## src/rtl/core/projection_profile_segmenter_top_assert.svh

```systemverilog
// assertion helpers for the projection profile segmenter
`ifndef PROJECTION_PROFILE_SEGMENTER_TOP_ASSERT_SVH
`define PROJECTION_PROFILE_SEGMENTER_TOP_ASSERT_SVH

// same-cycle implication
`define PPSEG_ASSERT_NOW(lbl, clk, dis, ante, cons) \
    lbl: assert property (@(posedge clk) disable iff (dis) (ante) |-> (cons)) \
        else $error("ppseg assertion failed");

// next-cycle implication
`define PPSEG_ASSERT_NEXT(lbl, clk, dis, ante, cons) \
    lbl: assert property (@(posedge clk) disable iff (dis) (ante) |=> (cons)) \
        else $error("ppseg assertion failed");

`endif

```

## src/rtl/core/ppseg_pkg.sv

```systemverilog
package ppseg_pkg;

    localparam int unsigned MAX_LINE_LEN = 4096;
    localparam int unsigned MAX_LINES    = 4096;

    // saturation limits of the line counters
    localparam logic [12:0] CNT_CAP =
        (MAX_LINE_LEN < 8191) ? 13'(MAX_LINE_LEN) : 13'd8191;
    localparam logic [11:0] IDX_CAP =
        ((MAX_LINES - 1) < 4095) ? 12'(MAX_LINES - 1) : 12'd4095;

    localparam logic [12:0] RST_MIN_LINE_COUNT = 13'd5;
    localparam logic [23:0] RST_MIN_RUN_MASS   = 24'd80;
    localparam logic [7:0]  RST_MARGIN         = 8'd10;
    localparam logic [12:0] RST_LINE_TOTAL     = 13'd4096;

    localparam logic [12:0] LINE_TOTAL_MAX = 13'd4096;
    localparam logic [23:0] MASS_MAX       = 24'hFFFFFF;

    localparam int unsigned QUEUE_DEPTH = 4;

    typedef enum logic [7:0] {
        REG_MIN_LINE_COUNT = 8'd0,
        REG_MIN_RUN_MASS   = 8'd1,
        REG_MARGIN         = 8'd2,
        REG_LINE_TOTAL     = 8'd3
    } t_reg_idx;

    typedef struct packed {
        logic [12:0] min_line_count;
        logic [23:0] min_run_mass;
        logic [7:0]  margin;
        logic [12:0] line_total;
    } t_cfg;

    // a closed run waiting for the segment stage
    typedef struct packed {
        logic [11:0] first_line;
        logic [11:0] last_line;
        logic [23:0] mass;
    } t_event;

    typedef struct packed {
        logic full;
        logic empty;
    } t_q_stat;

endpackage

```

## src/rtl/core/ppseg_front.sv

```systemverilog
module ppseg_front (
    input  logic              i_clk,
    input  logic              i_rst_n,
    input  ppseg_pkg::t_cfg   i_cfg,
    input  logic              i_valid,
    output logic              o_ready,
    input  logic [7:0]        i_pixel,
    input  logic              i_line_end,
    input  logic              i_image_end,
    input  ppseg_pkg::t_q_stat i_q_stat,
    output logic              o_push,
    output ppseg_pkg::t_event o_event
);
    import ppseg_pkg::*;

    logic [12:0] r_dark_count, n_dark_count;
    logic [11:0] r_line_index, n_line_index;
    logic [23:0] r_run_mass, n_run_mass;
    logic        r_run_active, n_run_active;
    logic [11:0] r_run_first, n_run_first;

    logic        accept;
    logic [12:0] dc_inc;
    logic [12:0] line_cnt;
    logic [24:0] mass_sum;

    assign o_ready = !i_q_stat.full;
    assign accept  = i_valid && o_ready;

    always_comb begin
        n_dark_count = r_dark_count;
        n_line_index = r_line_index;
        n_run_mass   = r_run_mass;
        n_run_active = r_run_active;
        n_run_first  = r_run_first;
        o_push       = 1'b0;
        o_event      = '{first_line: r_run_first, last_line: r_line_index, mass: r_run_mass};

        dc_inc = r_dark_count;
        if (i_pixel == 8'd0 && r_dark_count < CNT_CAP) begin
            dc_inc = r_dark_count + 13'd1;
        end
        line_cnt = (dc_inc < i_cfg.min_line_count) ? 13'd0 : dc_inc;
        mass_sum = {1'b0, r_run_mass} + {12'd0, line_cnt};

        if (accept) begin
            n_dark_count = dc_inc;
            if (i_line_end || i_image_end) begin
                if (line_cnt != 13'd0) begin
                    if (!r_run_active) begin
                        n_run_active = 1'b1;
                        n_run_first  = r_line_index;
                        n_run_mass   = {11'd0, line_cnt};
                    end else begin
                        n_run_mass = mass_sum[24] ? MASS_MAX : mass_sum[23:0];
                    end
                    if (i_image_end) begin
                        // run closes on this line
                        o_push  = 1'b1;
                        o_event = '{first_line: n_run_first, last_line: r_line_index,
                                    mass: n_run_mass};
                    end
                end else if (r_run_active) begin
                    // empty line ends the run at the previous line
                    o_push       = 1'b1;
                    n_run_active = 1'b0;
                    o_event.last_line = (r_line_index != 12'd0) ?
                                        r_line_index - 12'd1 : 12'd0;
                end
                n_dark_count = 13'd0;
                if (i_image_end) begin
                    n_line_index = 12'd0;
                    n_run_active = 1'b0;
                    n_run_mass   = 24'd0;
                    n_run_first  = 12'd0;
                end else if (r_line_index < IDX_CAP) begin
                    n_line_index = r_line_index + 12'd1;
                end
            end
        end
    end

    always_ff @(posedge i_clk) begin
        if (!i_rst_n) begin
            r_dark_count <= 13'd0;
            r_line_index <= 12'd0;
            r_run_mass   <= 24'd0;
            r_run_active <= 1'b0;
            r_run_first  <= 12'd0;
        end else begin
            r_dark_count <= n_dark_count;
            r_line_index <= n_line_index;
            r_run_mass   <= n_run_mass;
            r_run_active <= n_run_active;
            r_run_first  <= n_run_first;
        end
    end

endmodule

```

## src/rtl/core/ppseg_queue.sv

```systemverilog
module ppseg_queue (
    input  logic               i_clk,
    input  logic               i_rst_n,
    input  logic               i_push,
    input  ppseg_pkg::t_event  i_event,
    input  logic               i_pop,
    output ppseg_pkg::t_event  o_head,
    output ppseg_pkg::t_q_stat o_stat
);
    import ppseg_pkg::*;

    localparam int unsigned PTR_W = $clog2(QUEUE_DEPTH);

    t_event             r_slot [QUEUE_DEPTH];
    logic [PTR_W-1:0]   r_wr_ptr, n_wr_ptr;
    logic [PTR_W-1:0]   r_rd_ptr, n_rd_ptr;
    logic [PTR_W:0]     r_count, n_count;
    logic               do_push, do_pop;

    assign o_stat.full  = (r_count == (PTR_W + 1)'(QUEUE_DEPTH));
    assign o_stat.empty = (r_count == '0);
    assign o_head       = r_slot[r_rd_ptr];

    assign do_push = i_push && !o_stat.full;
    assign do_pop  = i_pop && !o_stat.empty;

    always_comb begin
        n_wr_ptr = do_push ? r_wr_ptr + PTR_W'(1) : r_wr_ptr;
        n_rd_ptr = do_pop ? r_rd_ptr + PTR_W'(1) : r_rd_ptr;
        n_count  = r_count;
        if (do_push && !do_pop) begin
            n_count = r_count + (PTR_W + 1)'(1);
        end else if (do_pop && !do_push) begin
            n_count = r_count - (PTR_W + 1)'(1);
        end
    end

    always_ff @(posedge i_clk) begin
        if (do_push) begin
            r_slot[r_wr_ptr] <= i_event;
        end
    end

    always_ff @(posedge i_clk) begin
        if (!i_rst_n) begin
            r_wr_ptr <= '0;
            r_rd_ptr <= '0;
            r_count  <= '0;
        end else begin
            r_wr_ptr <= n_wr_ptr;
            r_rd_ptr <= n_rd_ptr;
            r_count  <= n_count;
        end
    end

endmodule

```

## src/rtl/core/ppseg_back.sv

```systemverilog
module ppseg_back (
    input  logic               i_clk,
    input  logic               i_rst_n,
    input  ppseg_pkg::t_cfg    i_cfg,
    input  ppseg_pkg::t_q_stat i_q_stat,
    input  ppseg_pkg::t_event  i_head,
    output logic               o_pop,
    output logic               o_valid,
    input  logic               i_ready,
    output logic [11:0]        o_start,
    output logic [11:0]        o_finish
);
    import ppseg_pkg::*;

    logic        r_valid, n_valid;
    logic [11:0] r_start, r_finish;

    logic        emit;
    logic [11:0] prev_line;
    logic [11:0] margin_ext;
    logic [11:0] seg_start;
    logic [12:0] lt_clamped;
    logic [11:0] limit;
    logic [12:0] fin_sum;
    logic [11:0] seg_finish;

    assign o_pop = !i_q_stat.empty && (!r_valid || i_ready);

    always_comb begin
        emit       = i_head.mass > i_cfg.min_run_mass;
        margin_ext = {4'd0, i_cfg.margin};
        prev_line  = i_head.first_line - 12'd1;
        if (i_head.first_line == 12'd0) begin
            seg_start = 12'd0;
        end else if (prev_line > margin_ext) begin
            seg_start = prev_line - margin_ext;
        end else begin
            seg_start = 12'd0;
        end

        if (i_cfg.line_total == 13'd0) begin
            lt_clamped = 13'd1;
        end else if (i_cfg.line_total > LINE_TOTAL_MAX) begin
            lt_clamped = LINE_TOTAL_MAX;
        end else begin
            lt_clamped = i_cfg.line_total;
        end
        limit      = 12'(lt_clamped - 13'd1);
        fin_sum    = {1'b0, i_head.last_line} + {5'd0, i_cfg.margin};
        seg_finish = (fin_sum > {1'b0, limit}) ? limit : fin_sum[11:0];

        n_valid = (r_valid && !i_ready) || (o_pop && emit);
    end

    always_ff @(posedge i_clk) begin
        if (!i_rst_n) begin
            r_valid <= 1'b0;
        end else begin
            r_valid <= n_valid;
        end
    end

    always_ff @(posedge i_clk) begin
        if (o_pop && emit) begin
            r_start  <= seg_start;
            r_finish <= seg_finish;
        end
    end

    assign o_valid  = r_valid;
    assign o_start  = r_start;
    assign o_finish = r_finish;

endmodule

```

## src/rtl/core/projection_profile_segmenter_top.sv

```systemverilog
// projection profile segmenter
// s_axis carries pixels one per transaction, line by line: tdata is the pixel
// (0 is dark), tlast marks the last pixel of a line and tuser the last pixel
// of the image. m_axis carries one transaction per segment found, with the
// first and last line of the segment, margins included.
// cfg writes one register per transaction (0 min line count, 1 min run mass,
// 2 margin, 3 line total); write only while the block is idle.
// throughput: one pixel per cycle while the queue has room. the line counters
// update in the cycle a pixel is taken; a closed run goes into a 4-entry queue
// and the segment stage pops it into the registered result on m_axis, or
// drops it when its mass does not exceed the min run mass.
// when m_axis stalls the result register holds, the queue fills, and
// s_axis_tready drops only once all 4 queue entries are taken.
// reset clears counters, run state, queue and output valid, and restores
// the register defaults (5, 80, 10, 4096).
module projection_profile_segmenter_top (
    input  logic        i_clk,
    input  logic        i_rst_n,
    input  logic        s_axis_tvalid,
    output logic        s_axis_tready,
    input  logic [7:0]  s_axis_tdata,   // [7:0] pixel
    input  logic        s_axis_tlast,   // line_end
    input  logic        s_axis_tuser,   // [0] image_end
    output logic        m_axis_tvalid,
    input  logic        m_axis_tready,
    output logic [23:0] m_axis_tdata,   // [11:0] seg_start, [23:12] seg_finish
    input  logic        i_cfg_valid,
    output logic        o_cfg_ready,
    input  logic [7:0]  i_cfg_index,
    input  logic [31:0] i_cfg_data
);
    import ppseg_pkg::*;

    `include "projection_profile_segmenter_top_assert.svh"

    t_cfg    r_cfg;
    t_q_stat q_stat;
    t_event  push_event;
    t_event  head_event;
    logic    q_push;
    logic    q_pop;
    logic [11:0] seg_start;
    logic [11:0] seg_finish;

    assign o_cfg_ready = 1'b1;

    always_ff @(posedge i_clk) begin
        if (!i_rst_n) begin
            r_cfg.min_line_count <= RST_MIN_LINE_COUNT;
            r_cfg.min_run_mass   <= RST_MIN_RUN_MASS;
            r_cfg.margin         <= RST_MARGIN;
            r_cfg.line_total     <= RST_LINE_TOTAL;
        end else if (i_cfg_valid && o_cfg_ready) begin
            case (i_cfg_index)
                REG_MIN_LINE_COUNT: r_cfg.min_line_count <= i_cfg_data[12:0];
                REG_MIN_RUN_MASS:   r_cfg.min_run_mass   <= i_cfg_data[23:0];
                REG_MARGIN:         r_cfg.margin         <= i_cfg_data[7:0];
                REG_LINE_TOTAL:     r_cfg.line_total     <= i_cfg_data[12:0];
                default: ;
            endcase
        end
    end

    ppseg_front u_front (
        .i_clk       (i_clk),
        .i_rst_n     (i_rst_n),
        .i_cfg       (r_cfg),
        .i_valid     (s_axis_tvalid),
        .o_ready     (s_axis_tready),
        .i_pixel     (s_axis_tdata),
        .i_line_end  (s_axis_tlast),
        .i_image_end (s_axis_tuser),
        .i_q_stat    (q_stat),
        .o_push      (q_push),
        .o_event     (push_event)
    );

    ppseg_queue u_queue (
        .i_clk   (i_clk),
        .i_rst_n (i_rst_n),
        .i_push  (q_push),
        .i_event (push_event),
        .i_pop   (q_pop),
        .o_head  (head_event),
        .o_stat  (q_stat)
    );

    ppseg_back u_back (
        .i_clk    (i_clk),
        .i_rst_n  (i_rst_n),
        .i_cfg    (r_cfg),
        .i_q_stat (q_stat),
        .i_head   (head_event),
        .o_pop    (q_pop),
        .o_valid  (m_axis_tvalid),
        .i_ready  (m_axis_tready),
        .o_start  (seg_start),
        .o_finish (seg_finish)
    );

    assign m_axis_tdata = {seg_finish, seg_start};

    // a closed run is never dropped at a full queue
    `PPSEG_ASSERT_NOW(a_no_push_when_full, i_clk, !i_rst_n, q_push, !q_stat.full)

    // a new result only follows a pop from the queue
    `PPSEG_ASSERT_NOW(a_result_from_pop, i_clk, !i_rst_n, $rose(m_axis_tvalid), $past(q_pop))

    // the segment stage never pops an empty queue
    `PPSEG_ASSERT_NOW(a_pop_not_empty, i_clk, !i_rst_n, q_pop, !q_stat.empty)

    // reset leaves no result pending
    `PPSEG_ASSERT_NEXT(a_reset_clears_out, i_clk, 1'b0, !i_rst_n, !m_axis_tvalid)

endmodule

```

## config.mk

```make
export PLATFORM = sky130hd
export DESIGN_NAME = projection_profile_segmenter_top
export DESIGN_NICKNAME = d
export VERILOG_FILES = /design/src/rtl/core/ppseg_pkg.sv /design/src/rtl/core/ppseg_front.sv /design/src/rtl/core/ppseg_queue.sv /design/src/rtl/core/ppseg_back.sv /design/src/rtl/core/projection_profile_segmenter_top.sv
export VERILOG_INCLUDE_DIRS = /design/src /design/src/rtl/core
export SDC_FILE = /design/constraint.sdc
export NUM_CORES = 1
export LEC_CHECK = 0
export ABC_CLOCK_PERIOD_IN_PS = 10800
export BUFFER_PORTS_ARGS = -buffer_cell sky130_fd_sc_hd__buf_2
export CORE_ASPECT_RATIO = 2
export CORE_MARGIN = 2
export CORE_UTILIZATION = 50
export DETAILED_ROUTE_END_ITERATION = 8
export GPL_ROUTABILITY_DRIVEN = 0
export PLACE_DENSITY = 0.74
export SYNTH_ARGS = -nofsm -noshare
export SYNTH_HDL_FRONTEND = slang
export SYNTH_SLANG_ARGS = --single-unit
```

## constraint.sdc

```tcl
create_clock -name i_clk -period 10.8 [get_ports i_clk]
set_input_delay 0 -clock i_clk [delete_from_list [all_inputs] [get_ports i_clk]]
set_output_delay 0 -clock i_clk [all_outputs]
set_load 0.01 [all_outputs]
```

==> out/metrics.json, run 1 <==
{
  "cts": {
    "cts.reportedPaths.clkPinSlew_ns": 0.07,
    "cts_buffers": 28,
    "worstSkewPairLatency_ns": 0.57,
    "cts.repair.resized": 0,
    "htreeDepth": 1,
    "cts.sinks": 346,
    "cts.path.max_buffers": 3,
    "tritoncts": "done",
    "clockRootBuffer": "sky130_fd_sc_hd__clkbuf_16"
  },
  "grt": {
    "grt_pass1_wl_um": 65900,
    "grt_start_max_net_pins": 88,
    "first_global_vias": 12600,
    "grtUsageTotal_pct": 23.0,
    "antenna_found_initial": 0,
    "grt.overflow.total": 0
  },
  "drt": {
    "wl_per_cell_um": 20.2,
    "first_pass_iters": 4,
    "initialDrtViolationCount": 849,
    "ant_nets": 0,
    "avgViaCountPerCell": 5.91,
    "routed_wl_um": 41700,
    "post-route-drc-count": 0,
    "vias": 12200
  },
  "critical_path": {
    "crit-reg2reg-capture": "u_queue.r_slot[3][8]$_DFFE_PP_",
    "worst-endpoint-arrival_ns": 7.33,
    "rr_startpoint": "u_front.r_dark_count[0]$_SDFFE_PN0P_",
    "end_kind": "flip-flop",
    "start_kind": "primary input",
    "rr_worst_depth": 21,
    "critPathMaxFanout": 22,
    "worstSetupPathType": "primary input to flip-flop",
    "critPathRequiredTime_ns": 11.10,
    "setup_slack_of_the_most_critical_reg_to_reg_path_ns": 3.79
  },
  "power_and_ir_drop": {
    "power_switching_mw": 0.894,
    "share_clk_of_total_power_pct": 31.9,
    "power.internal_mw": 2.37,
    "power.sequential.fraction_pct": 46.7,
    "power.total_mw": 3.26,
    "powerDensity_nw_per_um2": 165,
    "power.switching_fraction_pct": 27.4,
    "total_leakage_power_nw": 7.12,
    "vdd_ir_drop_max_mv": 0.149,
    "power_frac_comb_pct": 21.3
  },
  "timing": {
    "final.setup.tns_ns": 0,
    "slew_headroom_pct": 20.9,
    "setup-violations-final": 0,
    "post-route-min-period_ns": 7.03,
    "timing.final.max_slew_violations": 0,
    "timing.fmax_mhz": 142,
    "finalCritPeriodShare_pct": 65.1,
    "timing.clock.skew_ns": 0.0134,
    "timing_worst_slew_pin_value_ns": 1.19,
    "worst_slack_ns": 3.77,
    "final_hold_viol_count": 0,
    "grt_setup_unrepaired": "false"
  },
  "cells_and_area": {
    "layout_cell_share_with_drive_strength_beyond_1_pct": 15.5,
    "fin_nets": 1741,
    "utilization_pct": 56.4,
    "areaGrowthSynthToFinish_pct": 11.3,
    "antenna-diode-count": 0
  },
  "yosys": {
    "synth-warning-count": 0,
    "synth.avg_cell_area_um2": 11.7,
    "seq_total_area_yosys_pct": 51.3,
    "syn-cell-area_um2": 17700,
    "synth_enable_flop_cells": 216,
    "dominantRegCellSynth": "sky130_fd_sc_hd__edfxtp_1",
    "synth_fp_nets": 1662,
    "ys_ff_latch": 346,
    "post_synth_inst_count": 1516,
    "async_flop_share_pct": 0,
    "synth_unique_cells": 83
  },
  "placed_design": {
    "dp_worst_setup_slack_ns": 3.90,
    "port-buffer-count": 72,
    "detailed_place_hpwl_um": 30100
  },
  "die": {
    "num_io_pins": 82,
    "count_of_standard_cell_rows": 97,
    "floorplan.die.width_um": 137,
    "core_area_um2": 35000,
    "die_h_um": 270,
    "area_of_the_die_um2": 37000,
    "initial_utilization_pct": 50.7
  },
  "hold_path": {
    "min-delay-start": "s_axis_tdata[2]",
    "hold-path-endpoint": "u_front.r_dark_count[0]$_SDFFE_PN0P_",
    "worstHoldPathType": "primary input to flip-flop",
    "whs_path_depth": 6
  },
  "outcome": {
    "outcome": "completed"
  },
  "flow_run": {
    "max_cap_violations": 0
  }
}
-- power groups by stage --
stage / logic, mW / registers, mW / clock network (mW)
after detailed placement: 0.692 / 1.56 / 0
after CTS: 0.704 / 1.53 / 1.06
after floorplan: 0.479 / 1.56 / 0
after global placement: 0.677 / 1.55 / 0
after global routing: 0.767 / 1.53 / 1.10
final: 0.695 / 1.52 / 1.04
-- cell families after synthesis --
family,Yosys count,share of synthesized area (%)
DFF,346,51.3
xor gates and xnor gates,59,2.92
muxes,121,10.4
other,1,0.0212
buffers and inverters,157,3.55
and+or+nand+nor,424,12.7
AOI/OAI and AO/OA,317,12.5
adders and majority gates,91,6.60
-- routing by layer --
metal	GRT usage [%]	vias to the layer above	wire length [um]	share of wire, %
li1	-	5785	-	-
met1	22.6	6005	14000	34
met2	45.0	276	24000	58
met3	2.03	113	1220	2.9
met4	13.2	0	2490	6.0
met5	0	-	0	0
-- cell type report --
type                            instances  area (um2)
Inverter                               88         330
Sequential cell                       346        9090
Multi-Input combinational cell       1013        8030
Fill cell                            2924       15200
Timing Repair Buffer                  118         778
Tap cell                              445         557
Clock inverter                         12         129
Clock buffer                           40         798
-- critical path, cell delays in order --
cell	delay, ns
sky130_fd_sc_hd__dlygate4sd3_1	0.53
sky130_fd_sc_hd__buf_2	0.13
sky130_fd_sc_hd__nor4_2	0.43
sky130_fd_sc_hd__dlygate4sd3_1	0.65
sky130_fd_sc_hd__nand3_1	0.14
sky130_fd_sc_hd__o21ai_0	0.30
sky130_fd_sc_hd__nand2_1	0.23
sky130_fd_sc_hd__ha_1	0.24
sky130_fd_sc_hd__a21oi_1	0.14
sky130_fd_sc_hd__o21a_1	0.17
sky130_fd_sc_hd__o211a_1	0.25
sky130_fd_sc_hd__a22o_1	0.24
sky130_fd_sc_hd__a31oi_4	0.13
sky130_fd_sc_hd__and2_1	0.27
sky130_fd_sc_hd__ha_1	0.22
sky130_fd_sc_hd__fa_1	0.43
sky130_fd_sc_hd__a211oi_1	0.34
sky130_fd_sc_hd__o21bai_1	0.16
sky130_fd_sc_hd__a211oi_1	0.52
sky130_fd_sc_hd__a211oi_1	0.29
sky130_fd_sc_hd__o21ai_2	0.81
sky130_fd_sc_hd__a31oi_1	0.25
sky130_fd_sc_hd__mux2_1	0.41
-- stage by stage --
stage / area (um2) / cells / hold WS, ns
6_report: 19700 / 2062 / 0.0297
5_1_grt: 19700 / 2062 / 0.0581
4_1_cts: 19700 / 2062 / 0.00898
3_5_place_dp: 18500 / 1981 / 0.260
3_3_place_gp: 18500 / 1981 / 0.257
2_1_floorplan: 17700 / 1516 / 0.125
-- flip-flops by register name, indices dropped and copies added, names as in the netlist, named ones only --
signal,cells
u_front.r_line_index,12
u_queue.r_rd_ptr,2
u_back.o_start,12
u_back.o_valid,1
r_cfg,58
u_queue.r_wr_ptr,2
u_queue.r_slot,192
u_front.r_dark_count,13
u_front.r_run_mass,24
u_back.o_finish,12
u_queue.r_count,3
u_front.r_run_active,1
u_front.r_run_first,12
-- synth_stat cells (all sizes together) (11+ instances only) --
cell type    n  area [um2]
edfxtp     216        6490
dfxtp      130        2600
nand2      123         462
ha          87        1090
inv         87         327
nor2        74         280
o21ai       62         310
nor2b       59         369
a21oi       54         270
clkbuf      48         180
mux4        48        1080
mux2i       44         440
xnor2       33         289
mux2        29         327
a21boi      28         210
xor2        26         228
nand3       25         125
nand4       24         163
nor3        23         126
o21a        23         173
a21o        22         165
buf         21         118
and2        20         125
a31oi       19         134
and3        15        93.8
a22o        14         123
or3         13        81.3
a211oi      12        90.1
a32o        12         120
nor4        11         100
-- worst max-delay path by stage --
stage	startpoint	endpoint	depth (start not counted)
floorplan	flip-flop	u_back.o_finish[5]$_DFFE_PP_	22
global placement	u_front.r_dark_count[0]$_SDFFE_PN0P_	u_queue.r_slot[0][6]$_DFFE_PP_	21
detailed placement	u_front.r_dark_count[0]$_SDFFE_PN0P_	u_queue.r_slot[2][6]$_DFFE_PP_	21
CTS	u_front.r_dark_count[0]$_SDFFE_PN0P_	u_queue.r_slot[1][12]$_DFFE_PP_	22
global route	u_front.r_dark_count[0]$_SDFFE_PN0P_	u_queue.r_slot[1][12]$_DFFE_PP_	22
finish	s_axis_tdata[6]	u_queue.r_slot[3][8]$_DFFE_PP_	23
-- placed cells by master (no fill, tap or decap), types with 14 or more instances in the layout --
master and count:
sky130_fd_sc_hd__a31oi_1 18, sky130_fd_sc_hd__nor2b_1 55, sky130_fd_sc_hd__mux2i_1 44, sky130_fd_sc_hd__and3_1 15, sky130_fd_sc_hd__nand3_1 25, sky130_fd_sc_hd__o21a_1 23, sky130_fd_sc_hd__buf_4 17, sky130_fd_sc_hd__edfxtp_1 216
sky130_fd_sc_hd__a21boi_0 28, sky130_fd_sc_hd__nor3_1 22, sky130_fd_sc_hd__nor2_1 73, sky130_fd_sc_hd__clkbuf_16 29, sky130_fd_sc_hd__nand2_1 123, sky130_fd_sc_hd__dfxtp_1 128, sky130_fd_sc_hd__buf_2 72, sky130_fd_sc_hd__nand4_1 22
sky130_fd_sc_hd__inv_1 87, sky130_fd_sc_hd__xor2_1 26, sky130_fd_sc_hd__mux4_2 48, sky130_fd_sc_hd__o21ai_0 60, sky130_fd_sc_hd__dlygate4sd3_1 29, sky130_fd_sc_hd__a21o_1 22, sky130_fd_sc_hd__mux2_2 24, sky130_fd_sc_hd__ha_1 87
sky130_fd_sc_hd__a21oi_1 54, sky130_fd_sc_hd__xnor2_1 33, sky130_fd_sc_hd__a22o_1 14, sky130_fd_sc_hd__and2_1 19
-- timing repair --
action                                 CTS  global route
hold buffers                            29             0
endpoints found under the hold margin   62             0
buffers inserted                         0             0
Power figures use the tool's default switching activity.
==> inputs of run 2 (changes only) <==
- ABC_CLOCK_PERIOD_IN_PS: 10800 -> 6820
- clock period: 10.8 -> 6.82 ns (I/O delays scaled with it)
==> out/metrics.json, run 2 (synthesis results as in run 1) <==
{
  "outcome": {
    "outcome": {"value": "completed", "change": "unchanged"}
  },
  "power_and_ir_drop": {
    "total_leakage_power": {"value": 7.19, "unit": "nW", "change": "was 7.12 nW"},
    "vdd_ir_drop_max": {"value": 0.257, "unit": "mV", "change": "was 0.149 mV"},
    "powerDensity": {"value": 264, "unit": "nW/um2", "change": "was 165 nW/um2"}
  },
  "cells_and_area": {
    "number_of_fillers_in_the_final_layout": {"value": 2817, "change": "was 2924"},
    "fin_nets": {"value": 1750, "change": "was 1741"},
    "reg_top3": {"value": "u_queue.r_slot (192), r_cfg (58), u_front.r_run_mass (24)", "change": "unchanged"},
    "largest_register_ffs": {"value": 192, "change": "unchanged"},
    "layout_commonest_cell": {"value": "sky130_fd_sc_hd__edfxtp_1", "change": "unchanged"},
    "registers.top_by_ff_count": {"value": "u_queue.r_slot", "change": "unchanged"},
    "layout_cell_share_with_drive_strength_beyond_1": {"value": 16.1, "unit": "%", "change": "was 15.5%"},
    "areaGrowthSynthToFinish": {"value": 12.0, "unit": "%", "change": "was 11.3%"},
    "fin_area": {"value": 19800, "unit": "um2", "change": "was 19700 um2"},
    "antenna-diode-count": {"value": 0, "change": "unchanged"},
    "most-common-layout-cells": {"value": "216 x sky130_fd_sc_hd__edfxtp_1, 128 x sky130_fd_sc_hd__dfxtp_1, 123 x sky130_fd_sc_hd__nand2_1", "change": "unchanged"}
  },
  "timing": {
    "setup-violations-final": {"value": 0, "change": "unchanged"},
    "timing.fmax_mhz": 159,
    "worst_slack": {"value": 0.541, "unit": "ns", "change": "was 3.77 ns"},
    "worst_hold_margin": {"value": 0.0145, "unit": "ns", "change": "was 0.0297 ns"},
    "finalCritPeriodShare_pct": 92.1,
    "grt_setup_unrepaired": {"value": "false", "change": "unchanged"},
    "timing_worst_slew_pin_value": {"value": 1.20, "unit": "ns", "change": "was 1.19 ns"},
    "final_hold_viol_count": {"value": 0, "change": "unchanged"},
    "final.setup.tns": {"value": 0, "unit": "ns", "change": "unchanged"},
    "slew_headroom": {"value": 19.5, "unit": "%", "change": "was 20.9%"},
    "timing.clock.skew": {"value": 0.0378, "unit": "ns", "change": "was 0.0134 ns"},
    "timing.final.max_slew_violations": {"value": 0, "change": "unchanged"},
    "post-route-min-period_ns": 6.28
  },
  "placed_design": {
    "postPlaceCellArea": {"value": 18600, "unit": "um2", "change": "was 18500 um2"},
    "port-buffer-count": {"value": 72, "change": "unchanged"},
    "dp_worst_setup_slack": {"value": 0.617, "unit": "ns", "change": "was 3.90 ns"},
    "detailed_place_hpwl": {"value": 30900, "unit": "um", "change": "was 30100 um"}
  },
  "die": {
    "floorplan.die.width": {"value": 137, "unit": "um", "change": "unchanged"},
    "count_of_standard_cell_rows": {"value": 97, "change": "unchanged"},
    "core_area": {"value": 35000, "unit": "um2", "change": "unchanged"},
    "initial_utilization": {"value": 50.7, "unit": "%", "change": "unchanged"},
    "num_io_pins": {"value": 82, "change": "unchanged"},
    "area_of_the_die": {"value": 37000, "unit": "um2", "change": "unchanged"},
    "die_h": {"value": 270, "unit": "um", "change": "unchanged"}
  },
  "cts": {
    "cts.path.max_buffers": {"value": 3, "change": "unchanged"},
    "cts.reportedPaths.clkPinSlew": {"value": 0.07, "unit": "ns", "change": "about the same"},
    "clockRootBuffer": {"value": "sky130_fd_sc_hd__clkbuf_16", "change": "unchanged"},
    "cts_buffers": {"value": 28, "change": "unchanged"},
    "tritoncts": {"value": "done", "change": "unchanged"},
    "cts_hold_repair.buffers": {"value": 28, "change": "was 29"},
    "cts.repair_timing.setup_buffer_count": {"value": 0, "change": "unchanged"},
    "cts.repair.resized": {"value": 0, "change": "unchanged"},
    "worstSkewPairLatency": {"value": 0.59, "unit": "ns", "change": "was 0.57 ns"},
    "htreeDepth": {"value": 1, "change": "unchanged"},
    "cts.sinks": {"value": 346, "change": "unchanged"}
  },
  "critical_path": {
    "worst-endpoint-arrival": {"value": 6.60, "unit": "ns", "change": "was 7.33 ns"},
    "slowest_stage_cell_cp": {"value": "sky130_fd_sc_hd__a211oi_1", "change": "was sky130_fd_sc_hd__o21ai_2"},
    "worstSetupPathType": {"value": "flip-flop to flip-flop", "change": "was primary input to flip-flop"},
    "critPathRequiredTime": {"value": 7.14, "unit": "ns", "change": "was 11.10 ns"},
    "start_kind": {"value": "flip-flop", "change": "was primary input"},
    "worstPathCellList": {"value": "ha_1 > and3b_1 > nand3_1 > o21a_1 > or2_2 > ha_1 > a21oi_1 > o21a_1 > o211a_1 > a22o_1 > a31oi_4 > and2_1 > ha_1 > fa_1 > a211oi_1 > o21bai_1 > a211oi_1 > buf_4 > a211oi_1 > or2_2 > and2_1 > o22ai_1 > o21ai_0", "change": "was dlygate4sd3_1 > buf_2 > nor4_2 > dlygate4sd3_1 > nand3_1 > o21ai_0 > nand2_1 > ha_1 > a21oi_1 > o21a_1 > o211a_1 > a22o_1 > a31oi_4 > and2_1 > ha_1 > fa_1 > a211oi_1 > o21bai_1 > a211oi_1 > a211oi_1 > o21ai_2 > a31oi_1 > mux2_1"},
    "critPathMaxFanout": {"value": 11, "change": "was 22"},
    "critPathMaxStageDelay": {"value": 0.52, "unit": "ns", "change": "was 0.81 ns"},
    "end_kind": {"value": "flip-flop", "change": "unchanged"}
  },
  "drt": {
    "first_pass_iters": {"value": 4, "change": "unchanged"},
    "post-route-drc-count": {"value": 0, "change": "unchanged"},
    "initialDrtViolationCount": {"value": 691, "change": "was 849"},
    "vias": {"value": 12300, "change": "was 12200"},
    "wl_per_cell": {"value": 20.4, "unit": "um", "change": "was 20.2 um"},
    "ant_nets": {"value": 0, "change": "unchanged"},
    "avgViaCountPerCell": {"value": 5.96, "change": "was 5.91"},
    "routed_wl": {"value": 42300, "unit": "um", "change": "was 41700 um"}
  },
  "grt": {
    "grt_start_max_net_pins": {"value": 88, "change": "unchanged"},
    "first_global_vias": {"value": 12500, "change": "was 12600"},
    "grt.overflow.total": {"value": 0, "change": "unchanged"},
    "grtUsageTotal": {"value": 23.1, "unit": "%", "change": "was 23.0%"},
    "grt_pass1_wl": {"value": 66100, "unit": "um", "change": "was 65900 um"},
    "antenna_found_initial": {"value": 0, "change": "unchanged"}
  },
  "flow_run": {
    "max_cap_violations": {"value": 0, "change": "unchanged"}
  },
  "hold_path": {
    "worstHoldPathType": {"value": "primary input to flip-flop", "change": "unchanged"}
  }
}
[run 2: area by class of cell]
cell class,count,area [um2],share of cell area (%)
clock inverter,17,208,1.05
multi-input combinational,1013,8030,40.5
clock buffer,35,777,3.92
tap,445,557,2.81
sequential,346,9090,45.8
inverter,88,330,1.66
timing repair buffer,127,843,4.25
[run 2: critical path: cells and delay by family, from the launching register on]
kind / cells / cell delay, ns
AO/OA/AOI/OAI: 12 / 2.80
adder cells (fa/ha/maj): 4 / 1.09
buffers and inverters: 1 / 0.16
flip-flops: 1 / 0.45
AND/OR/NAND/NOR: 6 / 1.54
[run 2: power by group]
group,switching [mW],total (mW),internal (mW)
clock,0.755,1.72,0.963
combinational,0.600,1.10,0.505
sequential,0.0658,2.41,2.34
[run 2: per-layer routing]
metal / track usage [%] / part of all wire, % / vias to the layer above
met5: 0 / 0 / -
met4: 14.6 / 7.0 / 0
met3: 2.33 / 3.3 / 154
met2: 44.3 / 56 / 341
met1: 22.6 / 34 / 6024
li1: - / - / 5816
[run 2: stage by stage]
step	std cells	util, %	power [mW]
floorplan	1516	-	3.23
finish	2071	56.8	5.23
CTS	2071	56.8	5.27
global placement	1991	53.1	3.53
detailed placement	1991	53.1	3.56
global route	2071	56.8	5.46
[run 2: final timing paths]
path                                                      startpoint                                   end  slack, ns  depth (start not counted)
worst min register to register   u_front.r_run_first[2]$_SDFFE_PN0P_   u_front.r_run_first[2]$_SDFFE_PN0P_       0.47                          1
worst max-delay path            u_front.r_dark_count[0]$_SDFFE_PN0P_        u_queue.r_slot[1][4]$_DFFE_PP_       0.54                         23
worst min-delay path                                 s_axis_tdata[5]  u_front.r_dark_count[3]$_SDFFE_PN0P_       0.01                          6
worst max register to register  u_front.r_dark_count[0]$_SDFFE_PN0P_        u_queue.r_slot[1][4]$_DFFE_PP_       0.54                         23
==> inputs of run 3 (changes only) <==
- ABC_CLOCK_PERIOD_IN_PS: 6820 -> 5950
- clock period: 6.82 -> 5.95 ns (I/O delays scaled with it)
==> out/metrics.json, run 3 (synthesis results as in run 1) <==
{
  "timing": {
    "slew_headroom": {"value": 7.16, "unit": "%", "change": "was 19.5%"},
    "final_hold_viol_count": {"value": 0, "change": "unchanged"},
    "finalCritPeriodShare": {"value": 95.5, "unit": "%", "change": "was 92.1%"},
    "setup-violations-final": {"value": 0, "change": "unchanged"},
    "timing.fmax": {"value": 176, "unit": "MHz", "change": "was 159 MHz"},
    "timing.clock.skew": {"value": 0.0202, "unit": "ns", "change": "was 0.0378 ns"},
    "post-route-min-period": {"value": 5.68, "unit": "ns", "change": "was 6.28 ns"},
    "timing_worst_slew_pin_value": {"value": 1.38, "unit": "ns", "change": "was 1.20 ns"},
    "timing.final.max_slew_violations": {"value": 0, "change": "unchanged"}
  },
  "cells_and_area": {
    "antenna-diode-count": {"value": 0, "change": "unchanged"},
    "areaGrowthSynthToFinish": {"value": 12.4, "unit": "%", "change": "was 12.0%"},
    "utilization": {"value": 57.0, "unit": "%", "change": "was 56.8%"},
    "reg_top3": {"value": "u_queue.r_slot (192), r_cfg (58), u_front.r_run_mass (24)", "change": "unchanged"},
    "layout_commonest_cell": {"value": "sky130_fd_sc_hd__edfxtp_1", "change": "unchanged"},
    "layout_cell_share_with_drive_strength_beyond_1": {"value": 17.0, "unit": "%", "change": "was 16.1%"},
    "layoutNonFillerInstCount": {"value": 2086, "change": "was 2071"},
    "fin_nets": {"value": 1765, "change": "was 1750"},
    "fin_area": {"value": 19900, "unit": "um2", "change": "was 19800 um2"},
    "registers.top_by_ff_count": {"value": "u_queue.r_slot", "change": "unchanged"},
    "most-common-layout-cells": {"value": "216 x sky130_fd_sc_hd__edfxtp_1, 128 x sky130_fd_sc_hd__dfxtp_1, 123 x sky130_fd_sc_hd__nand2_1", "change": "unchanged"},
    "largest_register_ffs": {"value": 192, "change": "unchanged"}
  },
  "placed_design": {
    "placed_cells": {"value": 2005, "change": "was 1991"},
    "detailed_place_hpwl": {"value": 30900, "unit": "um", "change": "about the same"},
    "postPlaceCellArea": {"value": 18700, "unit": "um2", "change": "was 18600 um2"},
    "port-buffer-count": {"value": 72, "change": "unchanged"}
  },
  "critical_path": {
    "critPathMaxFanout": {"value": 7, "change": "was 11"},
    "critPathMaxStageDelay": {"value": 0.46, "unit": "ns", "change": "was 0.52 ns"},
    "start_kind": {"value": "flip-flop", "change": "unchanged"},
    "slowest_stage_cell_cp": {"value": "sky130_fd_sc_hd__dfxtp_1", "change": "was sky130_fd_sc_hd__a211oi_1"},
    "end_kind": {"value": "flip-flop", "change": "unchanged"},
    "worst-endpoint-arrival": {"value": 5.97, "unit": "ns", "change": "was 6.60 ns"},
    "worstPathCellList": {"value": "and4_1 > nand4_1 > o21a_1 > or2_2 > ha_1 > nand2_1 > o21a_1 > o211a_1 > a22o_1 > a31o_4 > a21oi_1 > ha_1 > and3_1 > and3_1 > a211oi_1 > buf_4 > a211oi_2 > or2_2 > and2_1 > buf_4 > o22ai_1 > o21ai_1", "change": "was ha_1 > and3b_1 > nand3_1 > o21a_1 > or2_2 > ha_1 > a21oi_1 > o21a_1 > o211a_1 > a22o_1 > a31oi_4 > and2_1 > ha_1 > fa_1 > a211oi_1 > o21bai_1 > a211oi_1 > buf_4 > a211oi_1 > or2_2 > and2_1 > o22ai_1 > o21ai_0"},
    "worstSetupPathType": {"value": "flip-flop to flip-flop", "change": "unchanged"},
    "critPathRequiredTime": {"value": 6.24, "unit": "ns", "change": "was 7.14 ns"}
  },
  "die": {
    "num_io_pins": {"value": 82, "change": "unchanged"},
    "initial_utilization": {"value": 50.7, "unit": "%", "change": "unchanged"},
    "core_area": {"value": 35000, "unit": "um2", "change": "unchanged"},
    "count_of_standard_cell_rows": {"value": 97, "change": "unchanged"},
    "area_of_the_die": {"value": 37000, "unit": "um2", "change": "unchanged"},
    "floorplan.die.width": {"value": 137, "unit": "um", "change": "unchanged"},
    "die_h": {"value": 270, "unit": "um", "change": "unchanged"}
  },
  "power_and_ir_drop": {
    "power.total": {"value": 5.86, "unit": "mW", "change": "was 5.23 mW"},
    "vdd_ir_drop_max": {"value": 0.243, "unit": "mV", "change": "was 0.257 mV"},
    "total_leakage_power": {"value": 7.24, "unit": "nW", "change": "was 7.19 nW"},
    "powerDensity": {"value": 294, "unit": "nW/um2", "change": "was 264 nW/um2"}
  },
  "cts": {
    "cts.sinks": {"value": 346, "change": "unchanged"},
    "clockRootBuffer": {"value": "sky130_fd_sc_hd__clkbuf_16", "change": "unchanged"},
    "cts.reportedPaths.clkPinSlew": {"value": 0.07, "unit": "ns", "change": "about the same"},
    "cts_buffers": {"value": 28, "change": "unchanged"},
    "worstSkewPairLatency": {"value": 0.57, "unit": "ns", "change": "was 0.59 ns"},
    "cts.repair_timing.setup_buffer_count": {"value": 0, "change": "unchanged"},
    "cts.path.max_buffers": {"value": 3, "change": "unchanged"},
    "htreeDepth": {"value": 1, "change": "unchanged"},
    "tritoncts": {"value": "done", "change": "unchanged"}
  },
  "outcome": {
    "outcome": {"value": "completed", "change": "unchanged"}
  },
  "grt": {
    "grtUsageTotal": {"value": 23.2, "unit": "%", "change": "was 23.1%"},
    "antenna_found_initial": {"value": 0, "change": "unchanged"},
    "grt_pass1_wl": {"value": 66400, "unit": "um", "change": "was 66100 um"},
    "grt.overflow.total": {"value": 0, "change": "unchanged"},
    "grt_start_max_net_pins": {"value": 88, "change": "unchanged"},
    "first_global_vias": {"value": 12700, "change": "was 12500"}
  },
  "drt": {
    "post-route-drc-count": {"value": 0, "change": "unchanged"},
    "avgViaCountPerCell": {"value": 5.91, "change": "was 5.96"},
    "initialDrtViolationCount": {"value": 757, "change": "was 691"},
    "first_pass_iters": {"value": 5, "change": "was 4"},
    "vias": {"value": 12300, "change": "about the same"},
    "routed_wl": {"value": 42400, "unit": "um", "change": "was 42300 um"},
    "ant_nets": {"value": 0, "change": "unchanged"},
    "wl_per_cell": {"value": 20.3, "unit": "um", "change": "was 20.4 um"}
  },
  "flow_run": {
    "max_cap_violations": {"value": 0, "change": "unchanged"}
  },
  "hold_path": {
    "worstHoldPathType": {"value": "primary input to flip-flop", "change": "unchanged"}
  }
}
## run 3: where the power goes
group / switching (mW) / internal (mW) / leakage, nW
combinational: 0.701 / 0.576 / 3.95
sequential: 0.0642 / 2.69 / 2.85
clock: 0.884 / 0.950 / 0.447
total: 1.65 / 4.21 / 7.24
## run 3: path summary, 6_finish.rpt
kind                                                           start                             endpoint  slack [ns]  cells past startpoint
worst max-delay path            u_front.r_dark_count[5]$_SDFFE_PN0P_       u_queue.r_slot[2][4]$_DFFE_PP_        0.27                     22
worst min-delay path                                  i_cfg_index[0]               r_cfg[45]$_SDFFE_PN1P_        0.03                      5
worst max register to register  u_front.r_dark_count[5]$_SDFFE_PN0P_       u_queue.r_slot[2][4]$_DFFE_PP_        0.27                     22
worst min register to register   u_front.r_run_first[6]$_SDFFE_PN0P_  u_front.r_run_first[6]$_SDFFE_PN0P_        0.47                      1
## run 3: routing by layer
layer  global-route usage [%]  wire [um]
met1                     22.6      14400
met2                     44.3      23600
met3                     2.10       1220
met4                     16.0       3220
met5                        0          0
## run 3: area by class of cell
class                           count  area (um2)
Clock buffer                       35         779
Clock inverter                     17         126
Fill cell                        2845       15000
Inverter                           88         330
Multi-Input combinational cell   1013        8050
Sequential cell                   346        9090
Tap cell                          445         557
Timing Repair Buffer              142         971
## run 3: per-stage QoR
stage	setup TNS, ns	hold slack [ns]	setup WS (ns)
6_report	0	0.0279	0.267
5_1_grt	-0.00211	0.0546	-0.000729
4_1_cts	0	0.00340	0.114
3_5_place_dp	0	0.264	0.154
3_3_place_gp	0	0.259	0.256
2_1_floorplan	0	0.125	0.0741
## run 3: timing repair
action                                 4_1_cts  5_1_grt
setup endpoints to repair                    0      105
hold buffers                                29        0
endpoints found under the hold margin       63        0
resized for setup                            0        8
## run 3: critical path, delay by kind of cell (launching register included)
family          cells  cell delay (ns)
buf+inv             2             0.35
compound gates     10             2.07
fa+ha+maj           2             0.65
simple gates        8             1.89
flops               1             0.46
